[src/blm_pkg.sv]
`timescale 1ns / 1ps
// battery level monitor package: defaults, register indexes, fixed constants
// and the sequencer state type; no dependencies
package blm_pkg;

    localparam int WINDOW_DEF      = 16;
    localparam int SAMPLE_BITS_DEF = 12;

    localparam int RAW_W  = 12;
    localparam int CFG_W  = 16;
    localparam int IDX_CW = 3;
    localparam int TIME_W = 32;
    localparam int LVL_W  = 16;
    localparam int MV_W   = 16;

    localparam logic [IDX_CW-1:0] CFG_RAW_MIN   = 3'd0;
    localparam logic [IDX_CW-1:0] CFG_RAW_MAX   = 3'd1;
    localparam logic [IDX_CW-1:0] CFG_INTERVAL  = 3'd2;
    localparam logic [IDX_CW-1:0] CFG_LOW_THR   = 3'd3;
    localparam logic [IDX_CW-1:0] CFG_EMPTY_MV  = 3'd4;
    localparam logic [IDX_CW-1:0] CFG_FULL_MV   = 3'd5;

    localparam logic [RAW_W-1:0] RAW_MIN_RST  = 12'd0;
    localparam logic [RAW_W-1:0] RAW_MAX_RST  = 12'd4095;
    localparam logic [CFG_W-1:0] INTERVAL_RST = 16'd0;
    localparam logic [CFG_W-1:0] LOW_THR_RST  = 16'd3300;
    localparam logic [CFG_W-1:0] EMPTY_MV_RST = 16'd3000;
    localparam logic [CFG_W-1:0] FULL_MV_RST  = 16'd4200;

    localparam logic [CFG_W-1:0] DEFAULT_INTERVAL_S = 16'd3;
    localparam int               MS_PER_S           = 1000;
    localparam int               LOW_HOLD_MS        = 10000;
    localparam logic [LVL_W-1:0] LEVEL_FULL         = 16'hFFFF;
    localparam logic [3:0]       DIV_LAST           = 4'd15;

    typedef enum logic [2:0] {
        S_IDLE,
        S_SUM,
        S_LEVEL,
        S_DIV_LVL,
        S_MUL,
        S_DIV_MV,
        S_FINISH,
        S_OUT
    } state_t;

endpackage

[src/battery_level_monitor.sv]
`timescale 1ns / 1ps
// battery level monitor top level: sample ring, running sum, serial divider
// depends on blm_pkg and blm_ram
//
// One battery check is taken per input transfer and gives exactly one result
// transfer. A failed read (zero sample) goes from idle straight to the output
// state; a check with no report due first updates the ring and the sum. A
// check that reports also runs two 16-step passes through the shared
// bit-serial divider (level scaling, then voltage scaling), skipping the level
// pass when the level needs no divide (saturated or zero). The input is ready
// again once the result sits in the output register, so no new input is taken
// while a check is in progress. The ring lives in a ram; entries not yet
// written read as zero by way of a fill flag, so no clearing pass follows
// reset. A new input is taken while an earlier result still waits in the
// output register. Configuration writes take effect at once.
module battery_level_monitor
    import blm_pkg::*;
#(
    parameter int WINDOW      = WINDOW_DEF,
    parameter int SAMPLE_BITS = SAMPLE_BITS_DEF
) (
    input  logic                   clk,
    input  logic                   rst_n,
    input  logic                   in_valid,
    output logic                   in_ready,
    input  logic [SAMPLE_BITS-1:0] sample,
    input  logic                   is_charging,
    input  logic [TIME_W-1:0]      now_ms,
    output logic                   out_valid,
    input  logic                   out_ready,
    output logic                   report_valid,
    output logic [LVL_W-1:0]       level_q16,
    output logic [MV_W-1:0]        voltage_mv,
    output logic                   critical,
    output logic                   read_failed,
    input  logic                   cfg_we,
    input  logic [IDX_CW-1:0]      cfg_index,
    input  logic [CFG_W-1:0]       cfg_data
);

    localparam int IDX_W = WINDOW > 1 ? $clog2(WINDOW) : 1;
    localparam int WL    = $clog2(WINDOW);
    localparam int SUM_W = SAMPLE_BITS + WL;
    localparam int DEN_W = RAW_W + WL;
    localparam int CW    = SUM_W > DEN_W ? SUM_W : DEN_W;
    localparam int NUM_W = SUM_W + LVL_W;
    localparam int DV_W  = DEN_W > MV_W ? DEN_W : MV_W;
    localparam logic [SUM_W-1:0] SUM_MAX = SUM_W'(WINDOW * ((1 << SAMPLE_BITS) - 1));

    state_t state_reg, state_next;

    logic [RAW_W-1:0] raw_min_reg, raw_max_reg;
    logic [CFG_W-1:0] interval_reg, low_thr_reg, empty_mv_reg, full_mv_reg;

    logic [IDX_W-1:0]  idx_reg, idx_next;
    logic              full_reg, full_next;
    logic [SUM_W-1:0]  sum_reg, sum_next;
    logic [TIME_W-1:0] last_reg, last_next;
    logic [TIME_W-1:0] low_since_reg, low_since_next;
    logic [3:0]        cnt_reg, cnt_next;
    logic              out_valid_reg, out_valid_next;

    logic [SAMPLE_BITS-1:0] smp_reg, smp_next;
    logic                   chg_reg, chg_next;
    logic [TIME_W-1:0]      now_reg, now_next;
    logic [LVL_W-1:0]       level_reg, level_next;
    logic                   neg_reg, neg_next;
    logic [DV_W-1:0]        rem_reg, rem_next;
    logic [DV_W-1:0]        dden_reg, dden_next;
    logic [LVL_W-1:0]       numlo_reg, numlo_next;
    logic [LVL_W-1:0]       quo_reg, quo_next;
    logic                   res_rep_reg, res_rep_next;
    logic [LVL_W-1:0]       res_lvl_reg, res_lvl_next;
    logic [MV_W-1:0]        res_mv_reg, res_mv_next;
    logic                   res_crit_reg, res_crit_next;
    logic                   res_fail_reg, res_fail_next;
    logic                   rep_reg, rep_next;
    logic [LVL_W-1:0]       lvl_reg, lvl_next;
    logic [MV_W-1:0]        mv_reg, mv_next;
    logic                   crit_reg, crit_next;
    logic                   fail_reg, fail_next;

    logic                   ram_we;
    logic [SAMPLE_BITS-1:0] ram_rdata;

    // datapath terms
    logic [SAMPLE_BITS-1:0] old_smp;
    logic [CFG_W-1:0]       ival;
    logic                   due;
    logic [CW-1:0]          lo_ext, sum_ext, den_ext, numhi_ext;
    logic [SUM_W-1:0]       dval;
    logic [NUM_W-1:0]       num;
    logic [DEN_W-1:0]       den;
    logic                   in_range;
    logic [DV_W:0]          trial, dsub;
    logic                   ge;
    logic [DV_W-1:0]        rem_step;
    logic [LVL_W-1:0]       quo_step;
    logic [CFG_W:0]         vdiff;
    logic [CFG_W-1:0]       vmag;
    logic [2*LVL_W-1:0]     prod;
    logic [MV_W-1:0]        mv_calc;
    logic                   low_now;
    logic                   hold_over;

    blm_ram #(
        .WIDTH (SAMPLE_BITS),
        .DEPTH (WINDOW)
    ) u_ring (
        .clk   (clk),
        .we    (ram_we),
        .waddr (idx_reg),
        .wdata (smp_reg),
        .raddr (idx_reg),
        .rdata (ram_rdata)
    );

    assign in_ready     = (state_reg == S_IDLE);
    assign out_valid    = out_valid_reg;
    assign report_valid = rep_reg;
    assign level_q16    = lvl_reg;
    assign voltage_mv   = mv_reg;
    assign critical     = crit_reg;
    assign read_failed  = fail_reg;
    assign ram_we       = (state_reg == S_SUM);

    assign old_smp  = full_reg ? ram_rdata : '0;
    assign ival     = (interval_reg == '0) ? DEFAULT_INTERVAL_S : interval_reg;
    assign due      = {1'b0, now_reg} >
                      ({1'b0, last_reg} + (33'(ival) * 33'(MS_PER_S)));

    assign lo_ext    = CW'(raw_min_reg) * CW'(WINDOW);
    assign sum_ext   = CW'(sum_reg);
    assign den       = DEN_W'(CW'(raw_max_reg - raw_min_reg) * CW'(WINDOW));
    assign den_ext   = CW'(den);
    assign in_range  = (raw_max_reg > raw_min_reg) && (sum_ext > lo_ext);
    assign dval      = SUM_W'(sum_ext - lo_ext);
    assign num       = {dval, {LVL_W{1'b0}}} - NUM_W'(dval);
    assign numhi_ext = CW'(num[NUM_W-1:LVL_W]);

    assign trial    = {rem_reg, numlo_reg[LVL_W-1]};
    assign dsub     = trial - {1'b0, dden_reg};
    assign ge       = trial >= {1'b0, dden_reg};
    assign rem_step = ge ? dsub[DV_W-1:0] : trial[DV_W-1:0];
    assign quo_step = {quo_reg[LVL_W-2:0], ge};

    assign vdiff   = {1'b0, full_mv_reg} - {1'b0, empty_mv_reg};
    assign vmag    = vdiff[CFG_W] ? CFG_W'(-vdiff) : vdiff[CFG_W-1:0];
    assign prod    = (2*LVL_W)'(level_reg) * (2*LVL_W)'(vmag);
    assign mv_calc = neg_reg ? MV_W'(empty_mv_reg - quo_reg) : MV_W'(empty_mv_reg + quo_reg);
    assign low_now = (mv_calc < low_thr_reg) && !chg_reg;
    assign hold_over = {1'b0, now_reg} > ({1'b0, low_since_reg} + 33'(LOW_HOLD_MS));

    always_comb
    begin
        state_next     = state_reg;
        idx_next       = idx_reg;
        full_next      = full_reg;
        sum_next       = sum_reg;
        last_next      = last_reg;
        low_since_next = low_since_reg;
        cnt_next       = cnt_reg;
        out_valid_next = out_valid_reg;
        smp_next       = smp_reg;
        chg_next       = chg_reg;
        now_next       = now_reg;
        level_next     = level_reg;
        neg_next       = neg_reg;
        rem_next       = rem_reg;
        dden_next      = dden_reg;
        numlo_next     = numlo_reg;
        quo_next       = quo_reg;
        res_rep_next   = res_rep_reg;
        res_lvl_next   = res_lvl_reg;
        res_mv_next    = res_mv_reg;
        res_crit_next  = res_crit_reg;
        res_fail_next  = res_fail_reg;
        rep_next       = rep_reg;
        lvl_next       = lvl_reg;
        mv_next        = mv_reg;
        crit_next      = crit_reg;
        fail_next      = fail_reg;

        if (out_valid_reg && out_ready)
        begin
            out_valid_next = 1'b0;
        end

        case (state_reg)
            S_IDLE:
            begin
                if (in_valid)
                begin
                    smp_next = sample;
                    chg_next = is_charging;
                    now_next = now_ms;
                    if (sample == '0)
                    begin
                        low_since_next = '0;
                        res_rep_next   = 1'b0;
                        res_lvl_next   = '0;
                        res_mv_next    = '0;
                        res_crit_next  = 1'b0;
                        res_fail_next  = 1'b1;
                        state_next     = S_OUT;
                    end
                    else
                    begin
                        state_next = S_SUM;
                    end
                end
            end
            S_SUM:
            begin
                sum_next = sum_reg - SUM_W'(old_smp) + SUM_W'(smp_reg);
                if (idx_reg == IDX_W'(WINDOW - 1))
                begin
                    idx_next  = '0;
                    full_next = 1'b1;
                end
                else
                begin
                    idx_next = idx_reg + 1'b1;
                end
                res_rep_next  = 1'b0;
                res_lvl_next  = '0;
                res_mv_next   = '0;
                res_crit_next = 1'b0;
                res_fail_next = 1'b0;
                if (due)
                begin
                    last_next  = now_reg;
                    state_next = S_LEVEL;
                end
                else
                begin
                    state_next = S_OUT;
                end
            end
            S_LEVEL:
            begin
                if (!in_range)
                begin
                    level_next = '0;
                    state_next = S_MUL;
                end
                else if (numhi_ext >= den_ext)
                begin
                    level_next = LEVEL_FULL;
                    state_next = S_MUL;
                end
                else
                begin
                    rem_next   = DV_W'(numhi_ext);
                    dden_next  = DV_W'(den);
                    numlo_next = num[LVL_W-1:0];
                    cnt_next   = DIV_LAST;
                    state_next = S_DIV_LVL;
                end
            end
            S_DIV_LVL, S_DIV_MV:
            begin
                rem_next   = rem_step;
                quo_next   = quo_step;
                numlo_next = {numlo_reg[LVL_W-2:0], 1'b0};
                cnt_next   = cnt_reg - 1'b1;
                if (cnt_reg == '0)
                begin
                    if (state_reg == S_DIV_LVL)
                    begin
                        level_next = quo_step;
                        state_next = S_MUL;
                    end
                    else
                    begin
                        state_next = S_FINISH;
                    end
                end
            end
            S_MUL:
            begin
                neg_next   = vdiff[CFG_W];
                rem_next   = DV_W'(prod[2*LVL_W-1:LVL_W]);
                numlo_next = prod[LVL_W-1:0];
                dden_next  = DV_W'(LEVEL_FULL);
                cnt_next   = DIV_LAST;
                state_next = S_DIV_MV;
            end
            S_FINISH:
            begin
                res_rep_next  = 1'b1;
                res_lvl_next  = level_reg;
                res_mv_next   = mv_calc;
                res_fail_next = 1'b0;
                res_crit_next = 1'b0;
                if (!low_now)
                begin
                    low_since_next = '0;
                end
                else if (low_since_reg == '0)
                begin
                    low_since_next = now_reg;
                end
                else
                begin
                    res_crit_next = hold_over;
                end
                state_next = S_OUT;
            end
            S_OUT:
            begin
                if (!out_valid_reg || out_ready)
                begin
                    out_valid_next = 1'b1;
                    rep_next       = res_rep_reg;
                    lvl_next       = res_lvl_reg;
                    mv_next        = res_mv_reg;
                    crit_next      = res_crit_reg;
                    fail_next      = res_fail_reg;
                    state_next     = S_IDLE;
                end
            end
            default:
            begin
                state_next = S_IDLE;
            end
        endcase
    end

    always_ff @(posedge clk or negedge rst_n)
    begin
        if (!rst_n)
        begin
            state_reg     <= S_IDLE;
            idx_reg       <= '0;
            full_reg      <= 1'b0;
            sum_reg       <= '0;
            last_reg      <= '0;
            low_since_reg <= '0;
            cnt_reg       <= '0;
            out_valid_reg <= 1'b0;
        end
        else
        begin
            state_reg     <= state_next;
            idx_reg       <= idx_next;
            full_reg      <= full_next;
            sum_reg       <= sum_next;
            last_reg      <= last_next;
            low_since_reg <= low_since_next;
            cnt_reg       <= cnt_next;
            out_valid_reg <= out_valid_next;
        end
    end

    always_ff @(posedge clk or negedge rst_n)
    begin
        if (!rst_n)
        begin
            raw_min_reg  <= RAW_MIN_RST;
            raw_max_reg  <= RAW_MAX_RST;
            interval_reg <= INTERVAL_RST;
            low_thr_reg  <= LOW_THR_RST;
            empty_mv_reg <= EMPTY_MV_RST;
            full_mv_reg  <= FULL_MV_RST;
        end
        else if (cfg_we)
        begin
            case (cfg_index)
                CFG_RAW_MIN:  raw_min_reg  <= cfg_data[RAW_W-1:0];
                CFG_RAW_MAX:  raw_max_reg  <= cfg_data[RAW_W-1:0];
                CFG_INTERVAL: interval_reg <= cfg_data;
                CFG_LOW_THR:  low_thr_reg  <= cfg_data;
                CFG_EMPTY_MV: empty_mv_reg <= cfg_data;
                CFG_FULL_MV:  full_mv_reg  <= cfg_data;
                default:      ;
            endcase
        end
    end

    always_ff @(posedge clk)
    begin
        smp_reg      <= smp_next;
        chg_reg      <= chg_next;
        now_reg      <= now_next;
        level_reg    <= level_next;
        neg_reg      <= neg_next;
        rem_reg      <= rem_next;
        dden_reg     <= dden_next;
        numlo_reg    <= numlo_next;
        quo_reg      <= quo_next;
        res_rep_reg  <= res_rep_next;
        res_lvl_reg  <= res_lvl_next;
        res_mv_reg   <= res_mv_next;
        res_crit_reg <= res_crit_next;
        res_fail_reg <= res_fail_next;
        rep_reg      <= rep_next;
        lvl_reg      <= lvl_next;
        mv_reg       <= mv_next;
        crit_reg     <= crit_next;
        fail_reg     <= fail_next;
    end

    // running sum stays within the window total
    a_sum_bound: assert property (@(posedge clk) disable iff (!rst_n)
        sum_reg <= SUM_MAX)
        else $error("running sum out of range");

    // divider remainder stays below the divisor
    a_rem_bound: assert property (@(posedge clk) disable iff (!rst_n)
        (state_reg == S_DIV_LVL || state_reg == S_DIV_MV) |-> rem_reg < dden_reg)
        else $error("divider remainder not reduced");

    // failed read never carries a report
    a_fail_clean: assert property (@(posedge clk) disable iff (!rst_n)
        (out_valid_reg && fail_reg) |-> (!rep_reg && !crit_reg && lvl_reg == '0))
        else $error("failed read result carries report data");

    // critical only comes with a report
    a_crit_rep: assert property (@(posedge clk) disable iff (!rst_n)
        (out_valid_reg && crit_reg) |-> rep_reg)
        else $error("critical without report");

    // a good sample goes to the ring update next
    a_good_path: assert property (@(posedge clk) disable iff (!rst_n)
        (in_valid && in_ready && sample != '0) |=> state_reg == S_SUM)
        else $error("valid sample skipped ring update");

endmodule

[src/blm_ram.sv]
`timescale 1ns / 1ps
// generic single write port ram with registered read
// no dependencies
module blm_ram #(
    parameter int WIDTH = 12,
    parameter int DEPTH = 16
) (
    input  logic                                   clk,
    input  logic                                   we,
    input  logic [(DEPTH > 1 ? $clog2(DEPTH) : 1)-1:0] waddr,
    input  logic [WIDTH-1:0]                       wdata,
    input  logic [(DEPTH > 1 ? $clog2(DEPTH) : 1)-1:0] raddr,
    output logic [WIDTH-1:0]                       rdata
);

    logic [WIDTH-1:0] mem [DEPTH];

    always_ff @(posedge clk)
    begin
        if (we)
        begin
            mem[waddr] <= wdata;
        end
        rdata <= mem[raddr];
    end

endmodule
[config.mk]
export PLATFORM = sky130hd
export DESIGN_NAME = battery_level_monitor
export DESIGN_NICKNAME = d
export VERILOG_FILES = /design/src/blm_pkg.sv /design/src/battery_level_monitor.sv /design/src/blm_ram.sv
export SDC_FILE = /design/constraint.sdc
export NUM_CORES = 2
export LEC_CHECK = 0
export BUFFER_PORTS_ARGS = -buffer_cell sky130_fd_sc_hd__buf_4
export CAP_MARGIN = 40
export CORE_MARGIN = 8
export CORE_UTILIZATION = 55
export CTS_BUF_LIST = sky130_fd_sc_hd__clkbuf_16
export DETAILED_ROUTE_END_ITERATION = 10
export PLACE_DENSITY = 0.74
export SLEW_MARGIN = 20
export SYNTH_ARGS = -nofsm -noshare
export SYNTH_HDL_FRONTEND = slang
export SYNTH_SLANG_ARGS = --single-unit
[constraint.sdc]
create_clock -name clk -period 8.8 [get_ports clk]
set_input_delay 0.44 -clock clk [delete_from_list [all_inputs] [get_ports clk]]
set_output_delay 0.44 -clock clk [all_outputs]
set_load 0.01 [all_outputs]
==> flow_summary_export.csv <==
group,metric,value,unit
outcome,status,"complete, but fails checks",
outcome,violations,"setup timing",
hold_path,min-delay-start,"cfg_data[9]",
yosys,synth.distinct_cells,86,
yosys,synth_top_area_share,0.277,
yosys,synth-warning-count,0,
grt,grt.met3_usage,0.0427,
final_layout,instances_no_fill,5172,
sta,setup_viol,2,
sta,rsz0062_at_grt,"true",
floorplan,die-height,292,um
route,viasPerCell,5.72,
clock_network,clk_latency,0.64,ns
yosys,yosys-top-cells-area,"edfxtp_1 28%, fa_1 13%, ha_1 11%",
floorplan,die_area,0.0850,mm^2
sta,fin_crit_sh,1.00,
worst_setup_path,cp_slowest_stage_delay,0.62,ns
sta,max_freq,113,MHz
yosys,synth_nets,4538,
grt,grt_pass1_vias,29900,
yosys,yosysMostFrequentCell,"inv_1",
grt,grt_overflow,0,
grt,grt_usage,0.237,
grt,antenna_found_initial,2,
sta,fin_skew,0.0321,ns
placed_design,dp_hpwl,73.8,mm
yosys,ys.flop_type,"edfxtp_1",
worst_setup_path,endpoint_kind,"register",
floorplan,core,0.0756,mm^2
sta,maxSlewHeadroom,0.406,
final_layout,nets,4853,
worst_setup_path,worstSetupStartpointType,"register",
yosys,synth_seq_area_share,0.392,
sta,maxSlewViolCount,0,
route,num_vias,29600,
yosys,synth_common_cells,"509 x inv_1, 412 x nand2_1, 385 x edfxtp_1",
final_layout,utilization,0.642,
final_layout,num_antenna_cells,0,
yosys,synth-seq-cells,578,
final_layout,regMostFlops,"u_ring.mem",
final_layout,area_delta_synth_final,16.2,%
grt,busiest_layer,"met2",
route,drtPass1Iterations,7,
yosys,synth_edf_count,385,
floorplan,rows,101,
worst_setup_path,crit_family,"adder cells",
yosys,syn-cell-area,0.0418,mm^2
grt,grt_pass1_wl,162,mm
worst_setup_path,setup.worst_path.class,"reg2reg",
sta,final.min_clock_period,8.82,ns
yosys,yosys.area.top_type,"edfxtp_1",
grt,gr-usage-met2,0.402,
route,detail-route-antenna-nets,0,
grt,use_met1,0.309,
worst_setup_path,regToRegStartpoint,"full_mv_reg[0]",
route,drt_iter0_markers,2134,
clock_network,root_buffer,"clkbuf_16",
worst_setup_path,cpMaxStageDelayCell,"fa_2",
placed_design,numPlacedInstances,4956,
grt,grt_max_degree,67,
sta,final_hold_viol_count,0,
sta,worst_pin_slew,0.888,ns
route,drcViolationCount,0,
clock_network,clock_sinks,578,
yosys,synth_cells,3829,
hold_path,min_path_type,"in2reg",
route,routed_wl,103,mm
clock_network,cts_tree,"built",
floorplan,io_pins,106,
worst_setup_path,crit_path_start,"full_mv_reg[0]",
final_layout,layout-drive-gt1-share,0.179,
sta,fin_ws,-0.0186,ns
clock_network,clk_pin_slew,0.07,ns
yosys,synth_area_per_cell,10.9,um^2
clock_network,htreeDepth,2,
floorplan,dieWidth,292,um
placed_design,place.gp.congestion,0.907,
final_layout,largest_register_ffs,192,
worst_setup_path,crit_top_cell,"fa_1",
worst_setup_path,cp_num_buf_inv,9,
yosys,async_reset_ff_frac,0.313,
clock_network,clockBufferDepth,3,
clock_network,cts_buffers,59,
route,wl_per_cell,19.9,um
worst_setup_path,cp.required,9.16,ns
floorplan,start_util,0.553,
worst_setup_path,cp.arrival,9.18,ns
worst_setup_path,path_max_fanout,4,
flow_run,cap_violations,0,
placed_design,numPortBuffers,105,
-- layout make-up --
type                    count  area, um^2
repair buffers            365        3150
well taps                 978        1220
multi-input cells        2628       23800
flip-flops and latches    578       16400
fillers                  5650       27000
clock buffers              59        1480
inverters                 512        1930
clock inverters            52         617
-- worst paths after layout --
kind                               endpoint  slack, ns  cells past startpoint
max reg2reg                      rem_reg[7]      -0.02                     36
max in group asynchronous         out_valid       7.19                      3
max                              rem_reg[7]      -0.02                     36
min                         empty_mv_reg[9]       0.10                      3
min in group asynchronous  low_since_reg[9]       0.37                      2
min reg2reg                    level_q16[3]       0.42                      0
-- timing repair --
item	4_1_cts	5_1_grt
setup endpoints to repair	40	52
cloned	0	3
pin swaps	23	140
hold buffers	46	0
endpoints found under the hold margin	109	0
resized for setup	13	170
setup buffers	2	44
-- worst min-delay path, stage by stage --
cell and delay [ns]:
buf_4 0.16, nand2_1 0.06, o21ai_0 0.07
-- placed cells by master (no fill, tap or decap), drive strengths merged, types with 13 or more instances in the layout --
cell type / instances
xor2: 78
nand2b: 49
nor2: 140
a31oi: 18
xnor2: 126
mux2: 80
a211oi: 15
o211ai: 13
nand2: 412
fa: 265
nand3: 45
a21oi: 138
and3: 32
nor4: 25
and2: 87
nor2b: 78
nand4: 33
o31ai: 17
edfxtp: 385
dlygate4sd3: 46
o21ai: 190
dfrtp: 152
dfstp: 29
inv: 525
a21o: 83
nor3: 55
or3: 21
clkinv: 26
ha: 375
o21a: 32
buf: 315
clkbuf: 63
mux4: 60
-- routing by layer --
metal	vias up	routed length [um]	part of all wire
met2	985	50300	0.49
li1	13800	-	-
met5	-	0	0
met1	14500	42400	0.41
met3	241	6730	0.065
met4	0	3580	0.035
-- cell families after synthesis --
group,synth area share
AND/OR/NAND/NOR,0.119
adder cells (fa/ha/maj),0.239
buffers and inverters,0.0565
AO/OA/AOI/OAI,0.0941
flip-flops,0.392
XOR/XNOR,0.0428
multiplexers,0.0563
-- metrics by stage --
step / TNS (ns) / area, um^2 / hold slack, ns / worst slack [ns]
floorplan: 0 / 41800 / 0.144 / 0.0512
global route: -12.03 / 48500 / 0.0853 / -0.395
CTS: -0.0196 / 47300 / 0.0745 / -0.0196
finish: -0.0296 / 48500 / 0.101 / -0.0186
global placement: -0.108 / 44500 / 0.400 / -0.0578
detailed placement: -1.36 / 44700 / 0.405 / -0.172
Power is left out: the tool's default activity adds up to more than one toggle a clock period on the data nets, which glitch-free logic cannot reach.
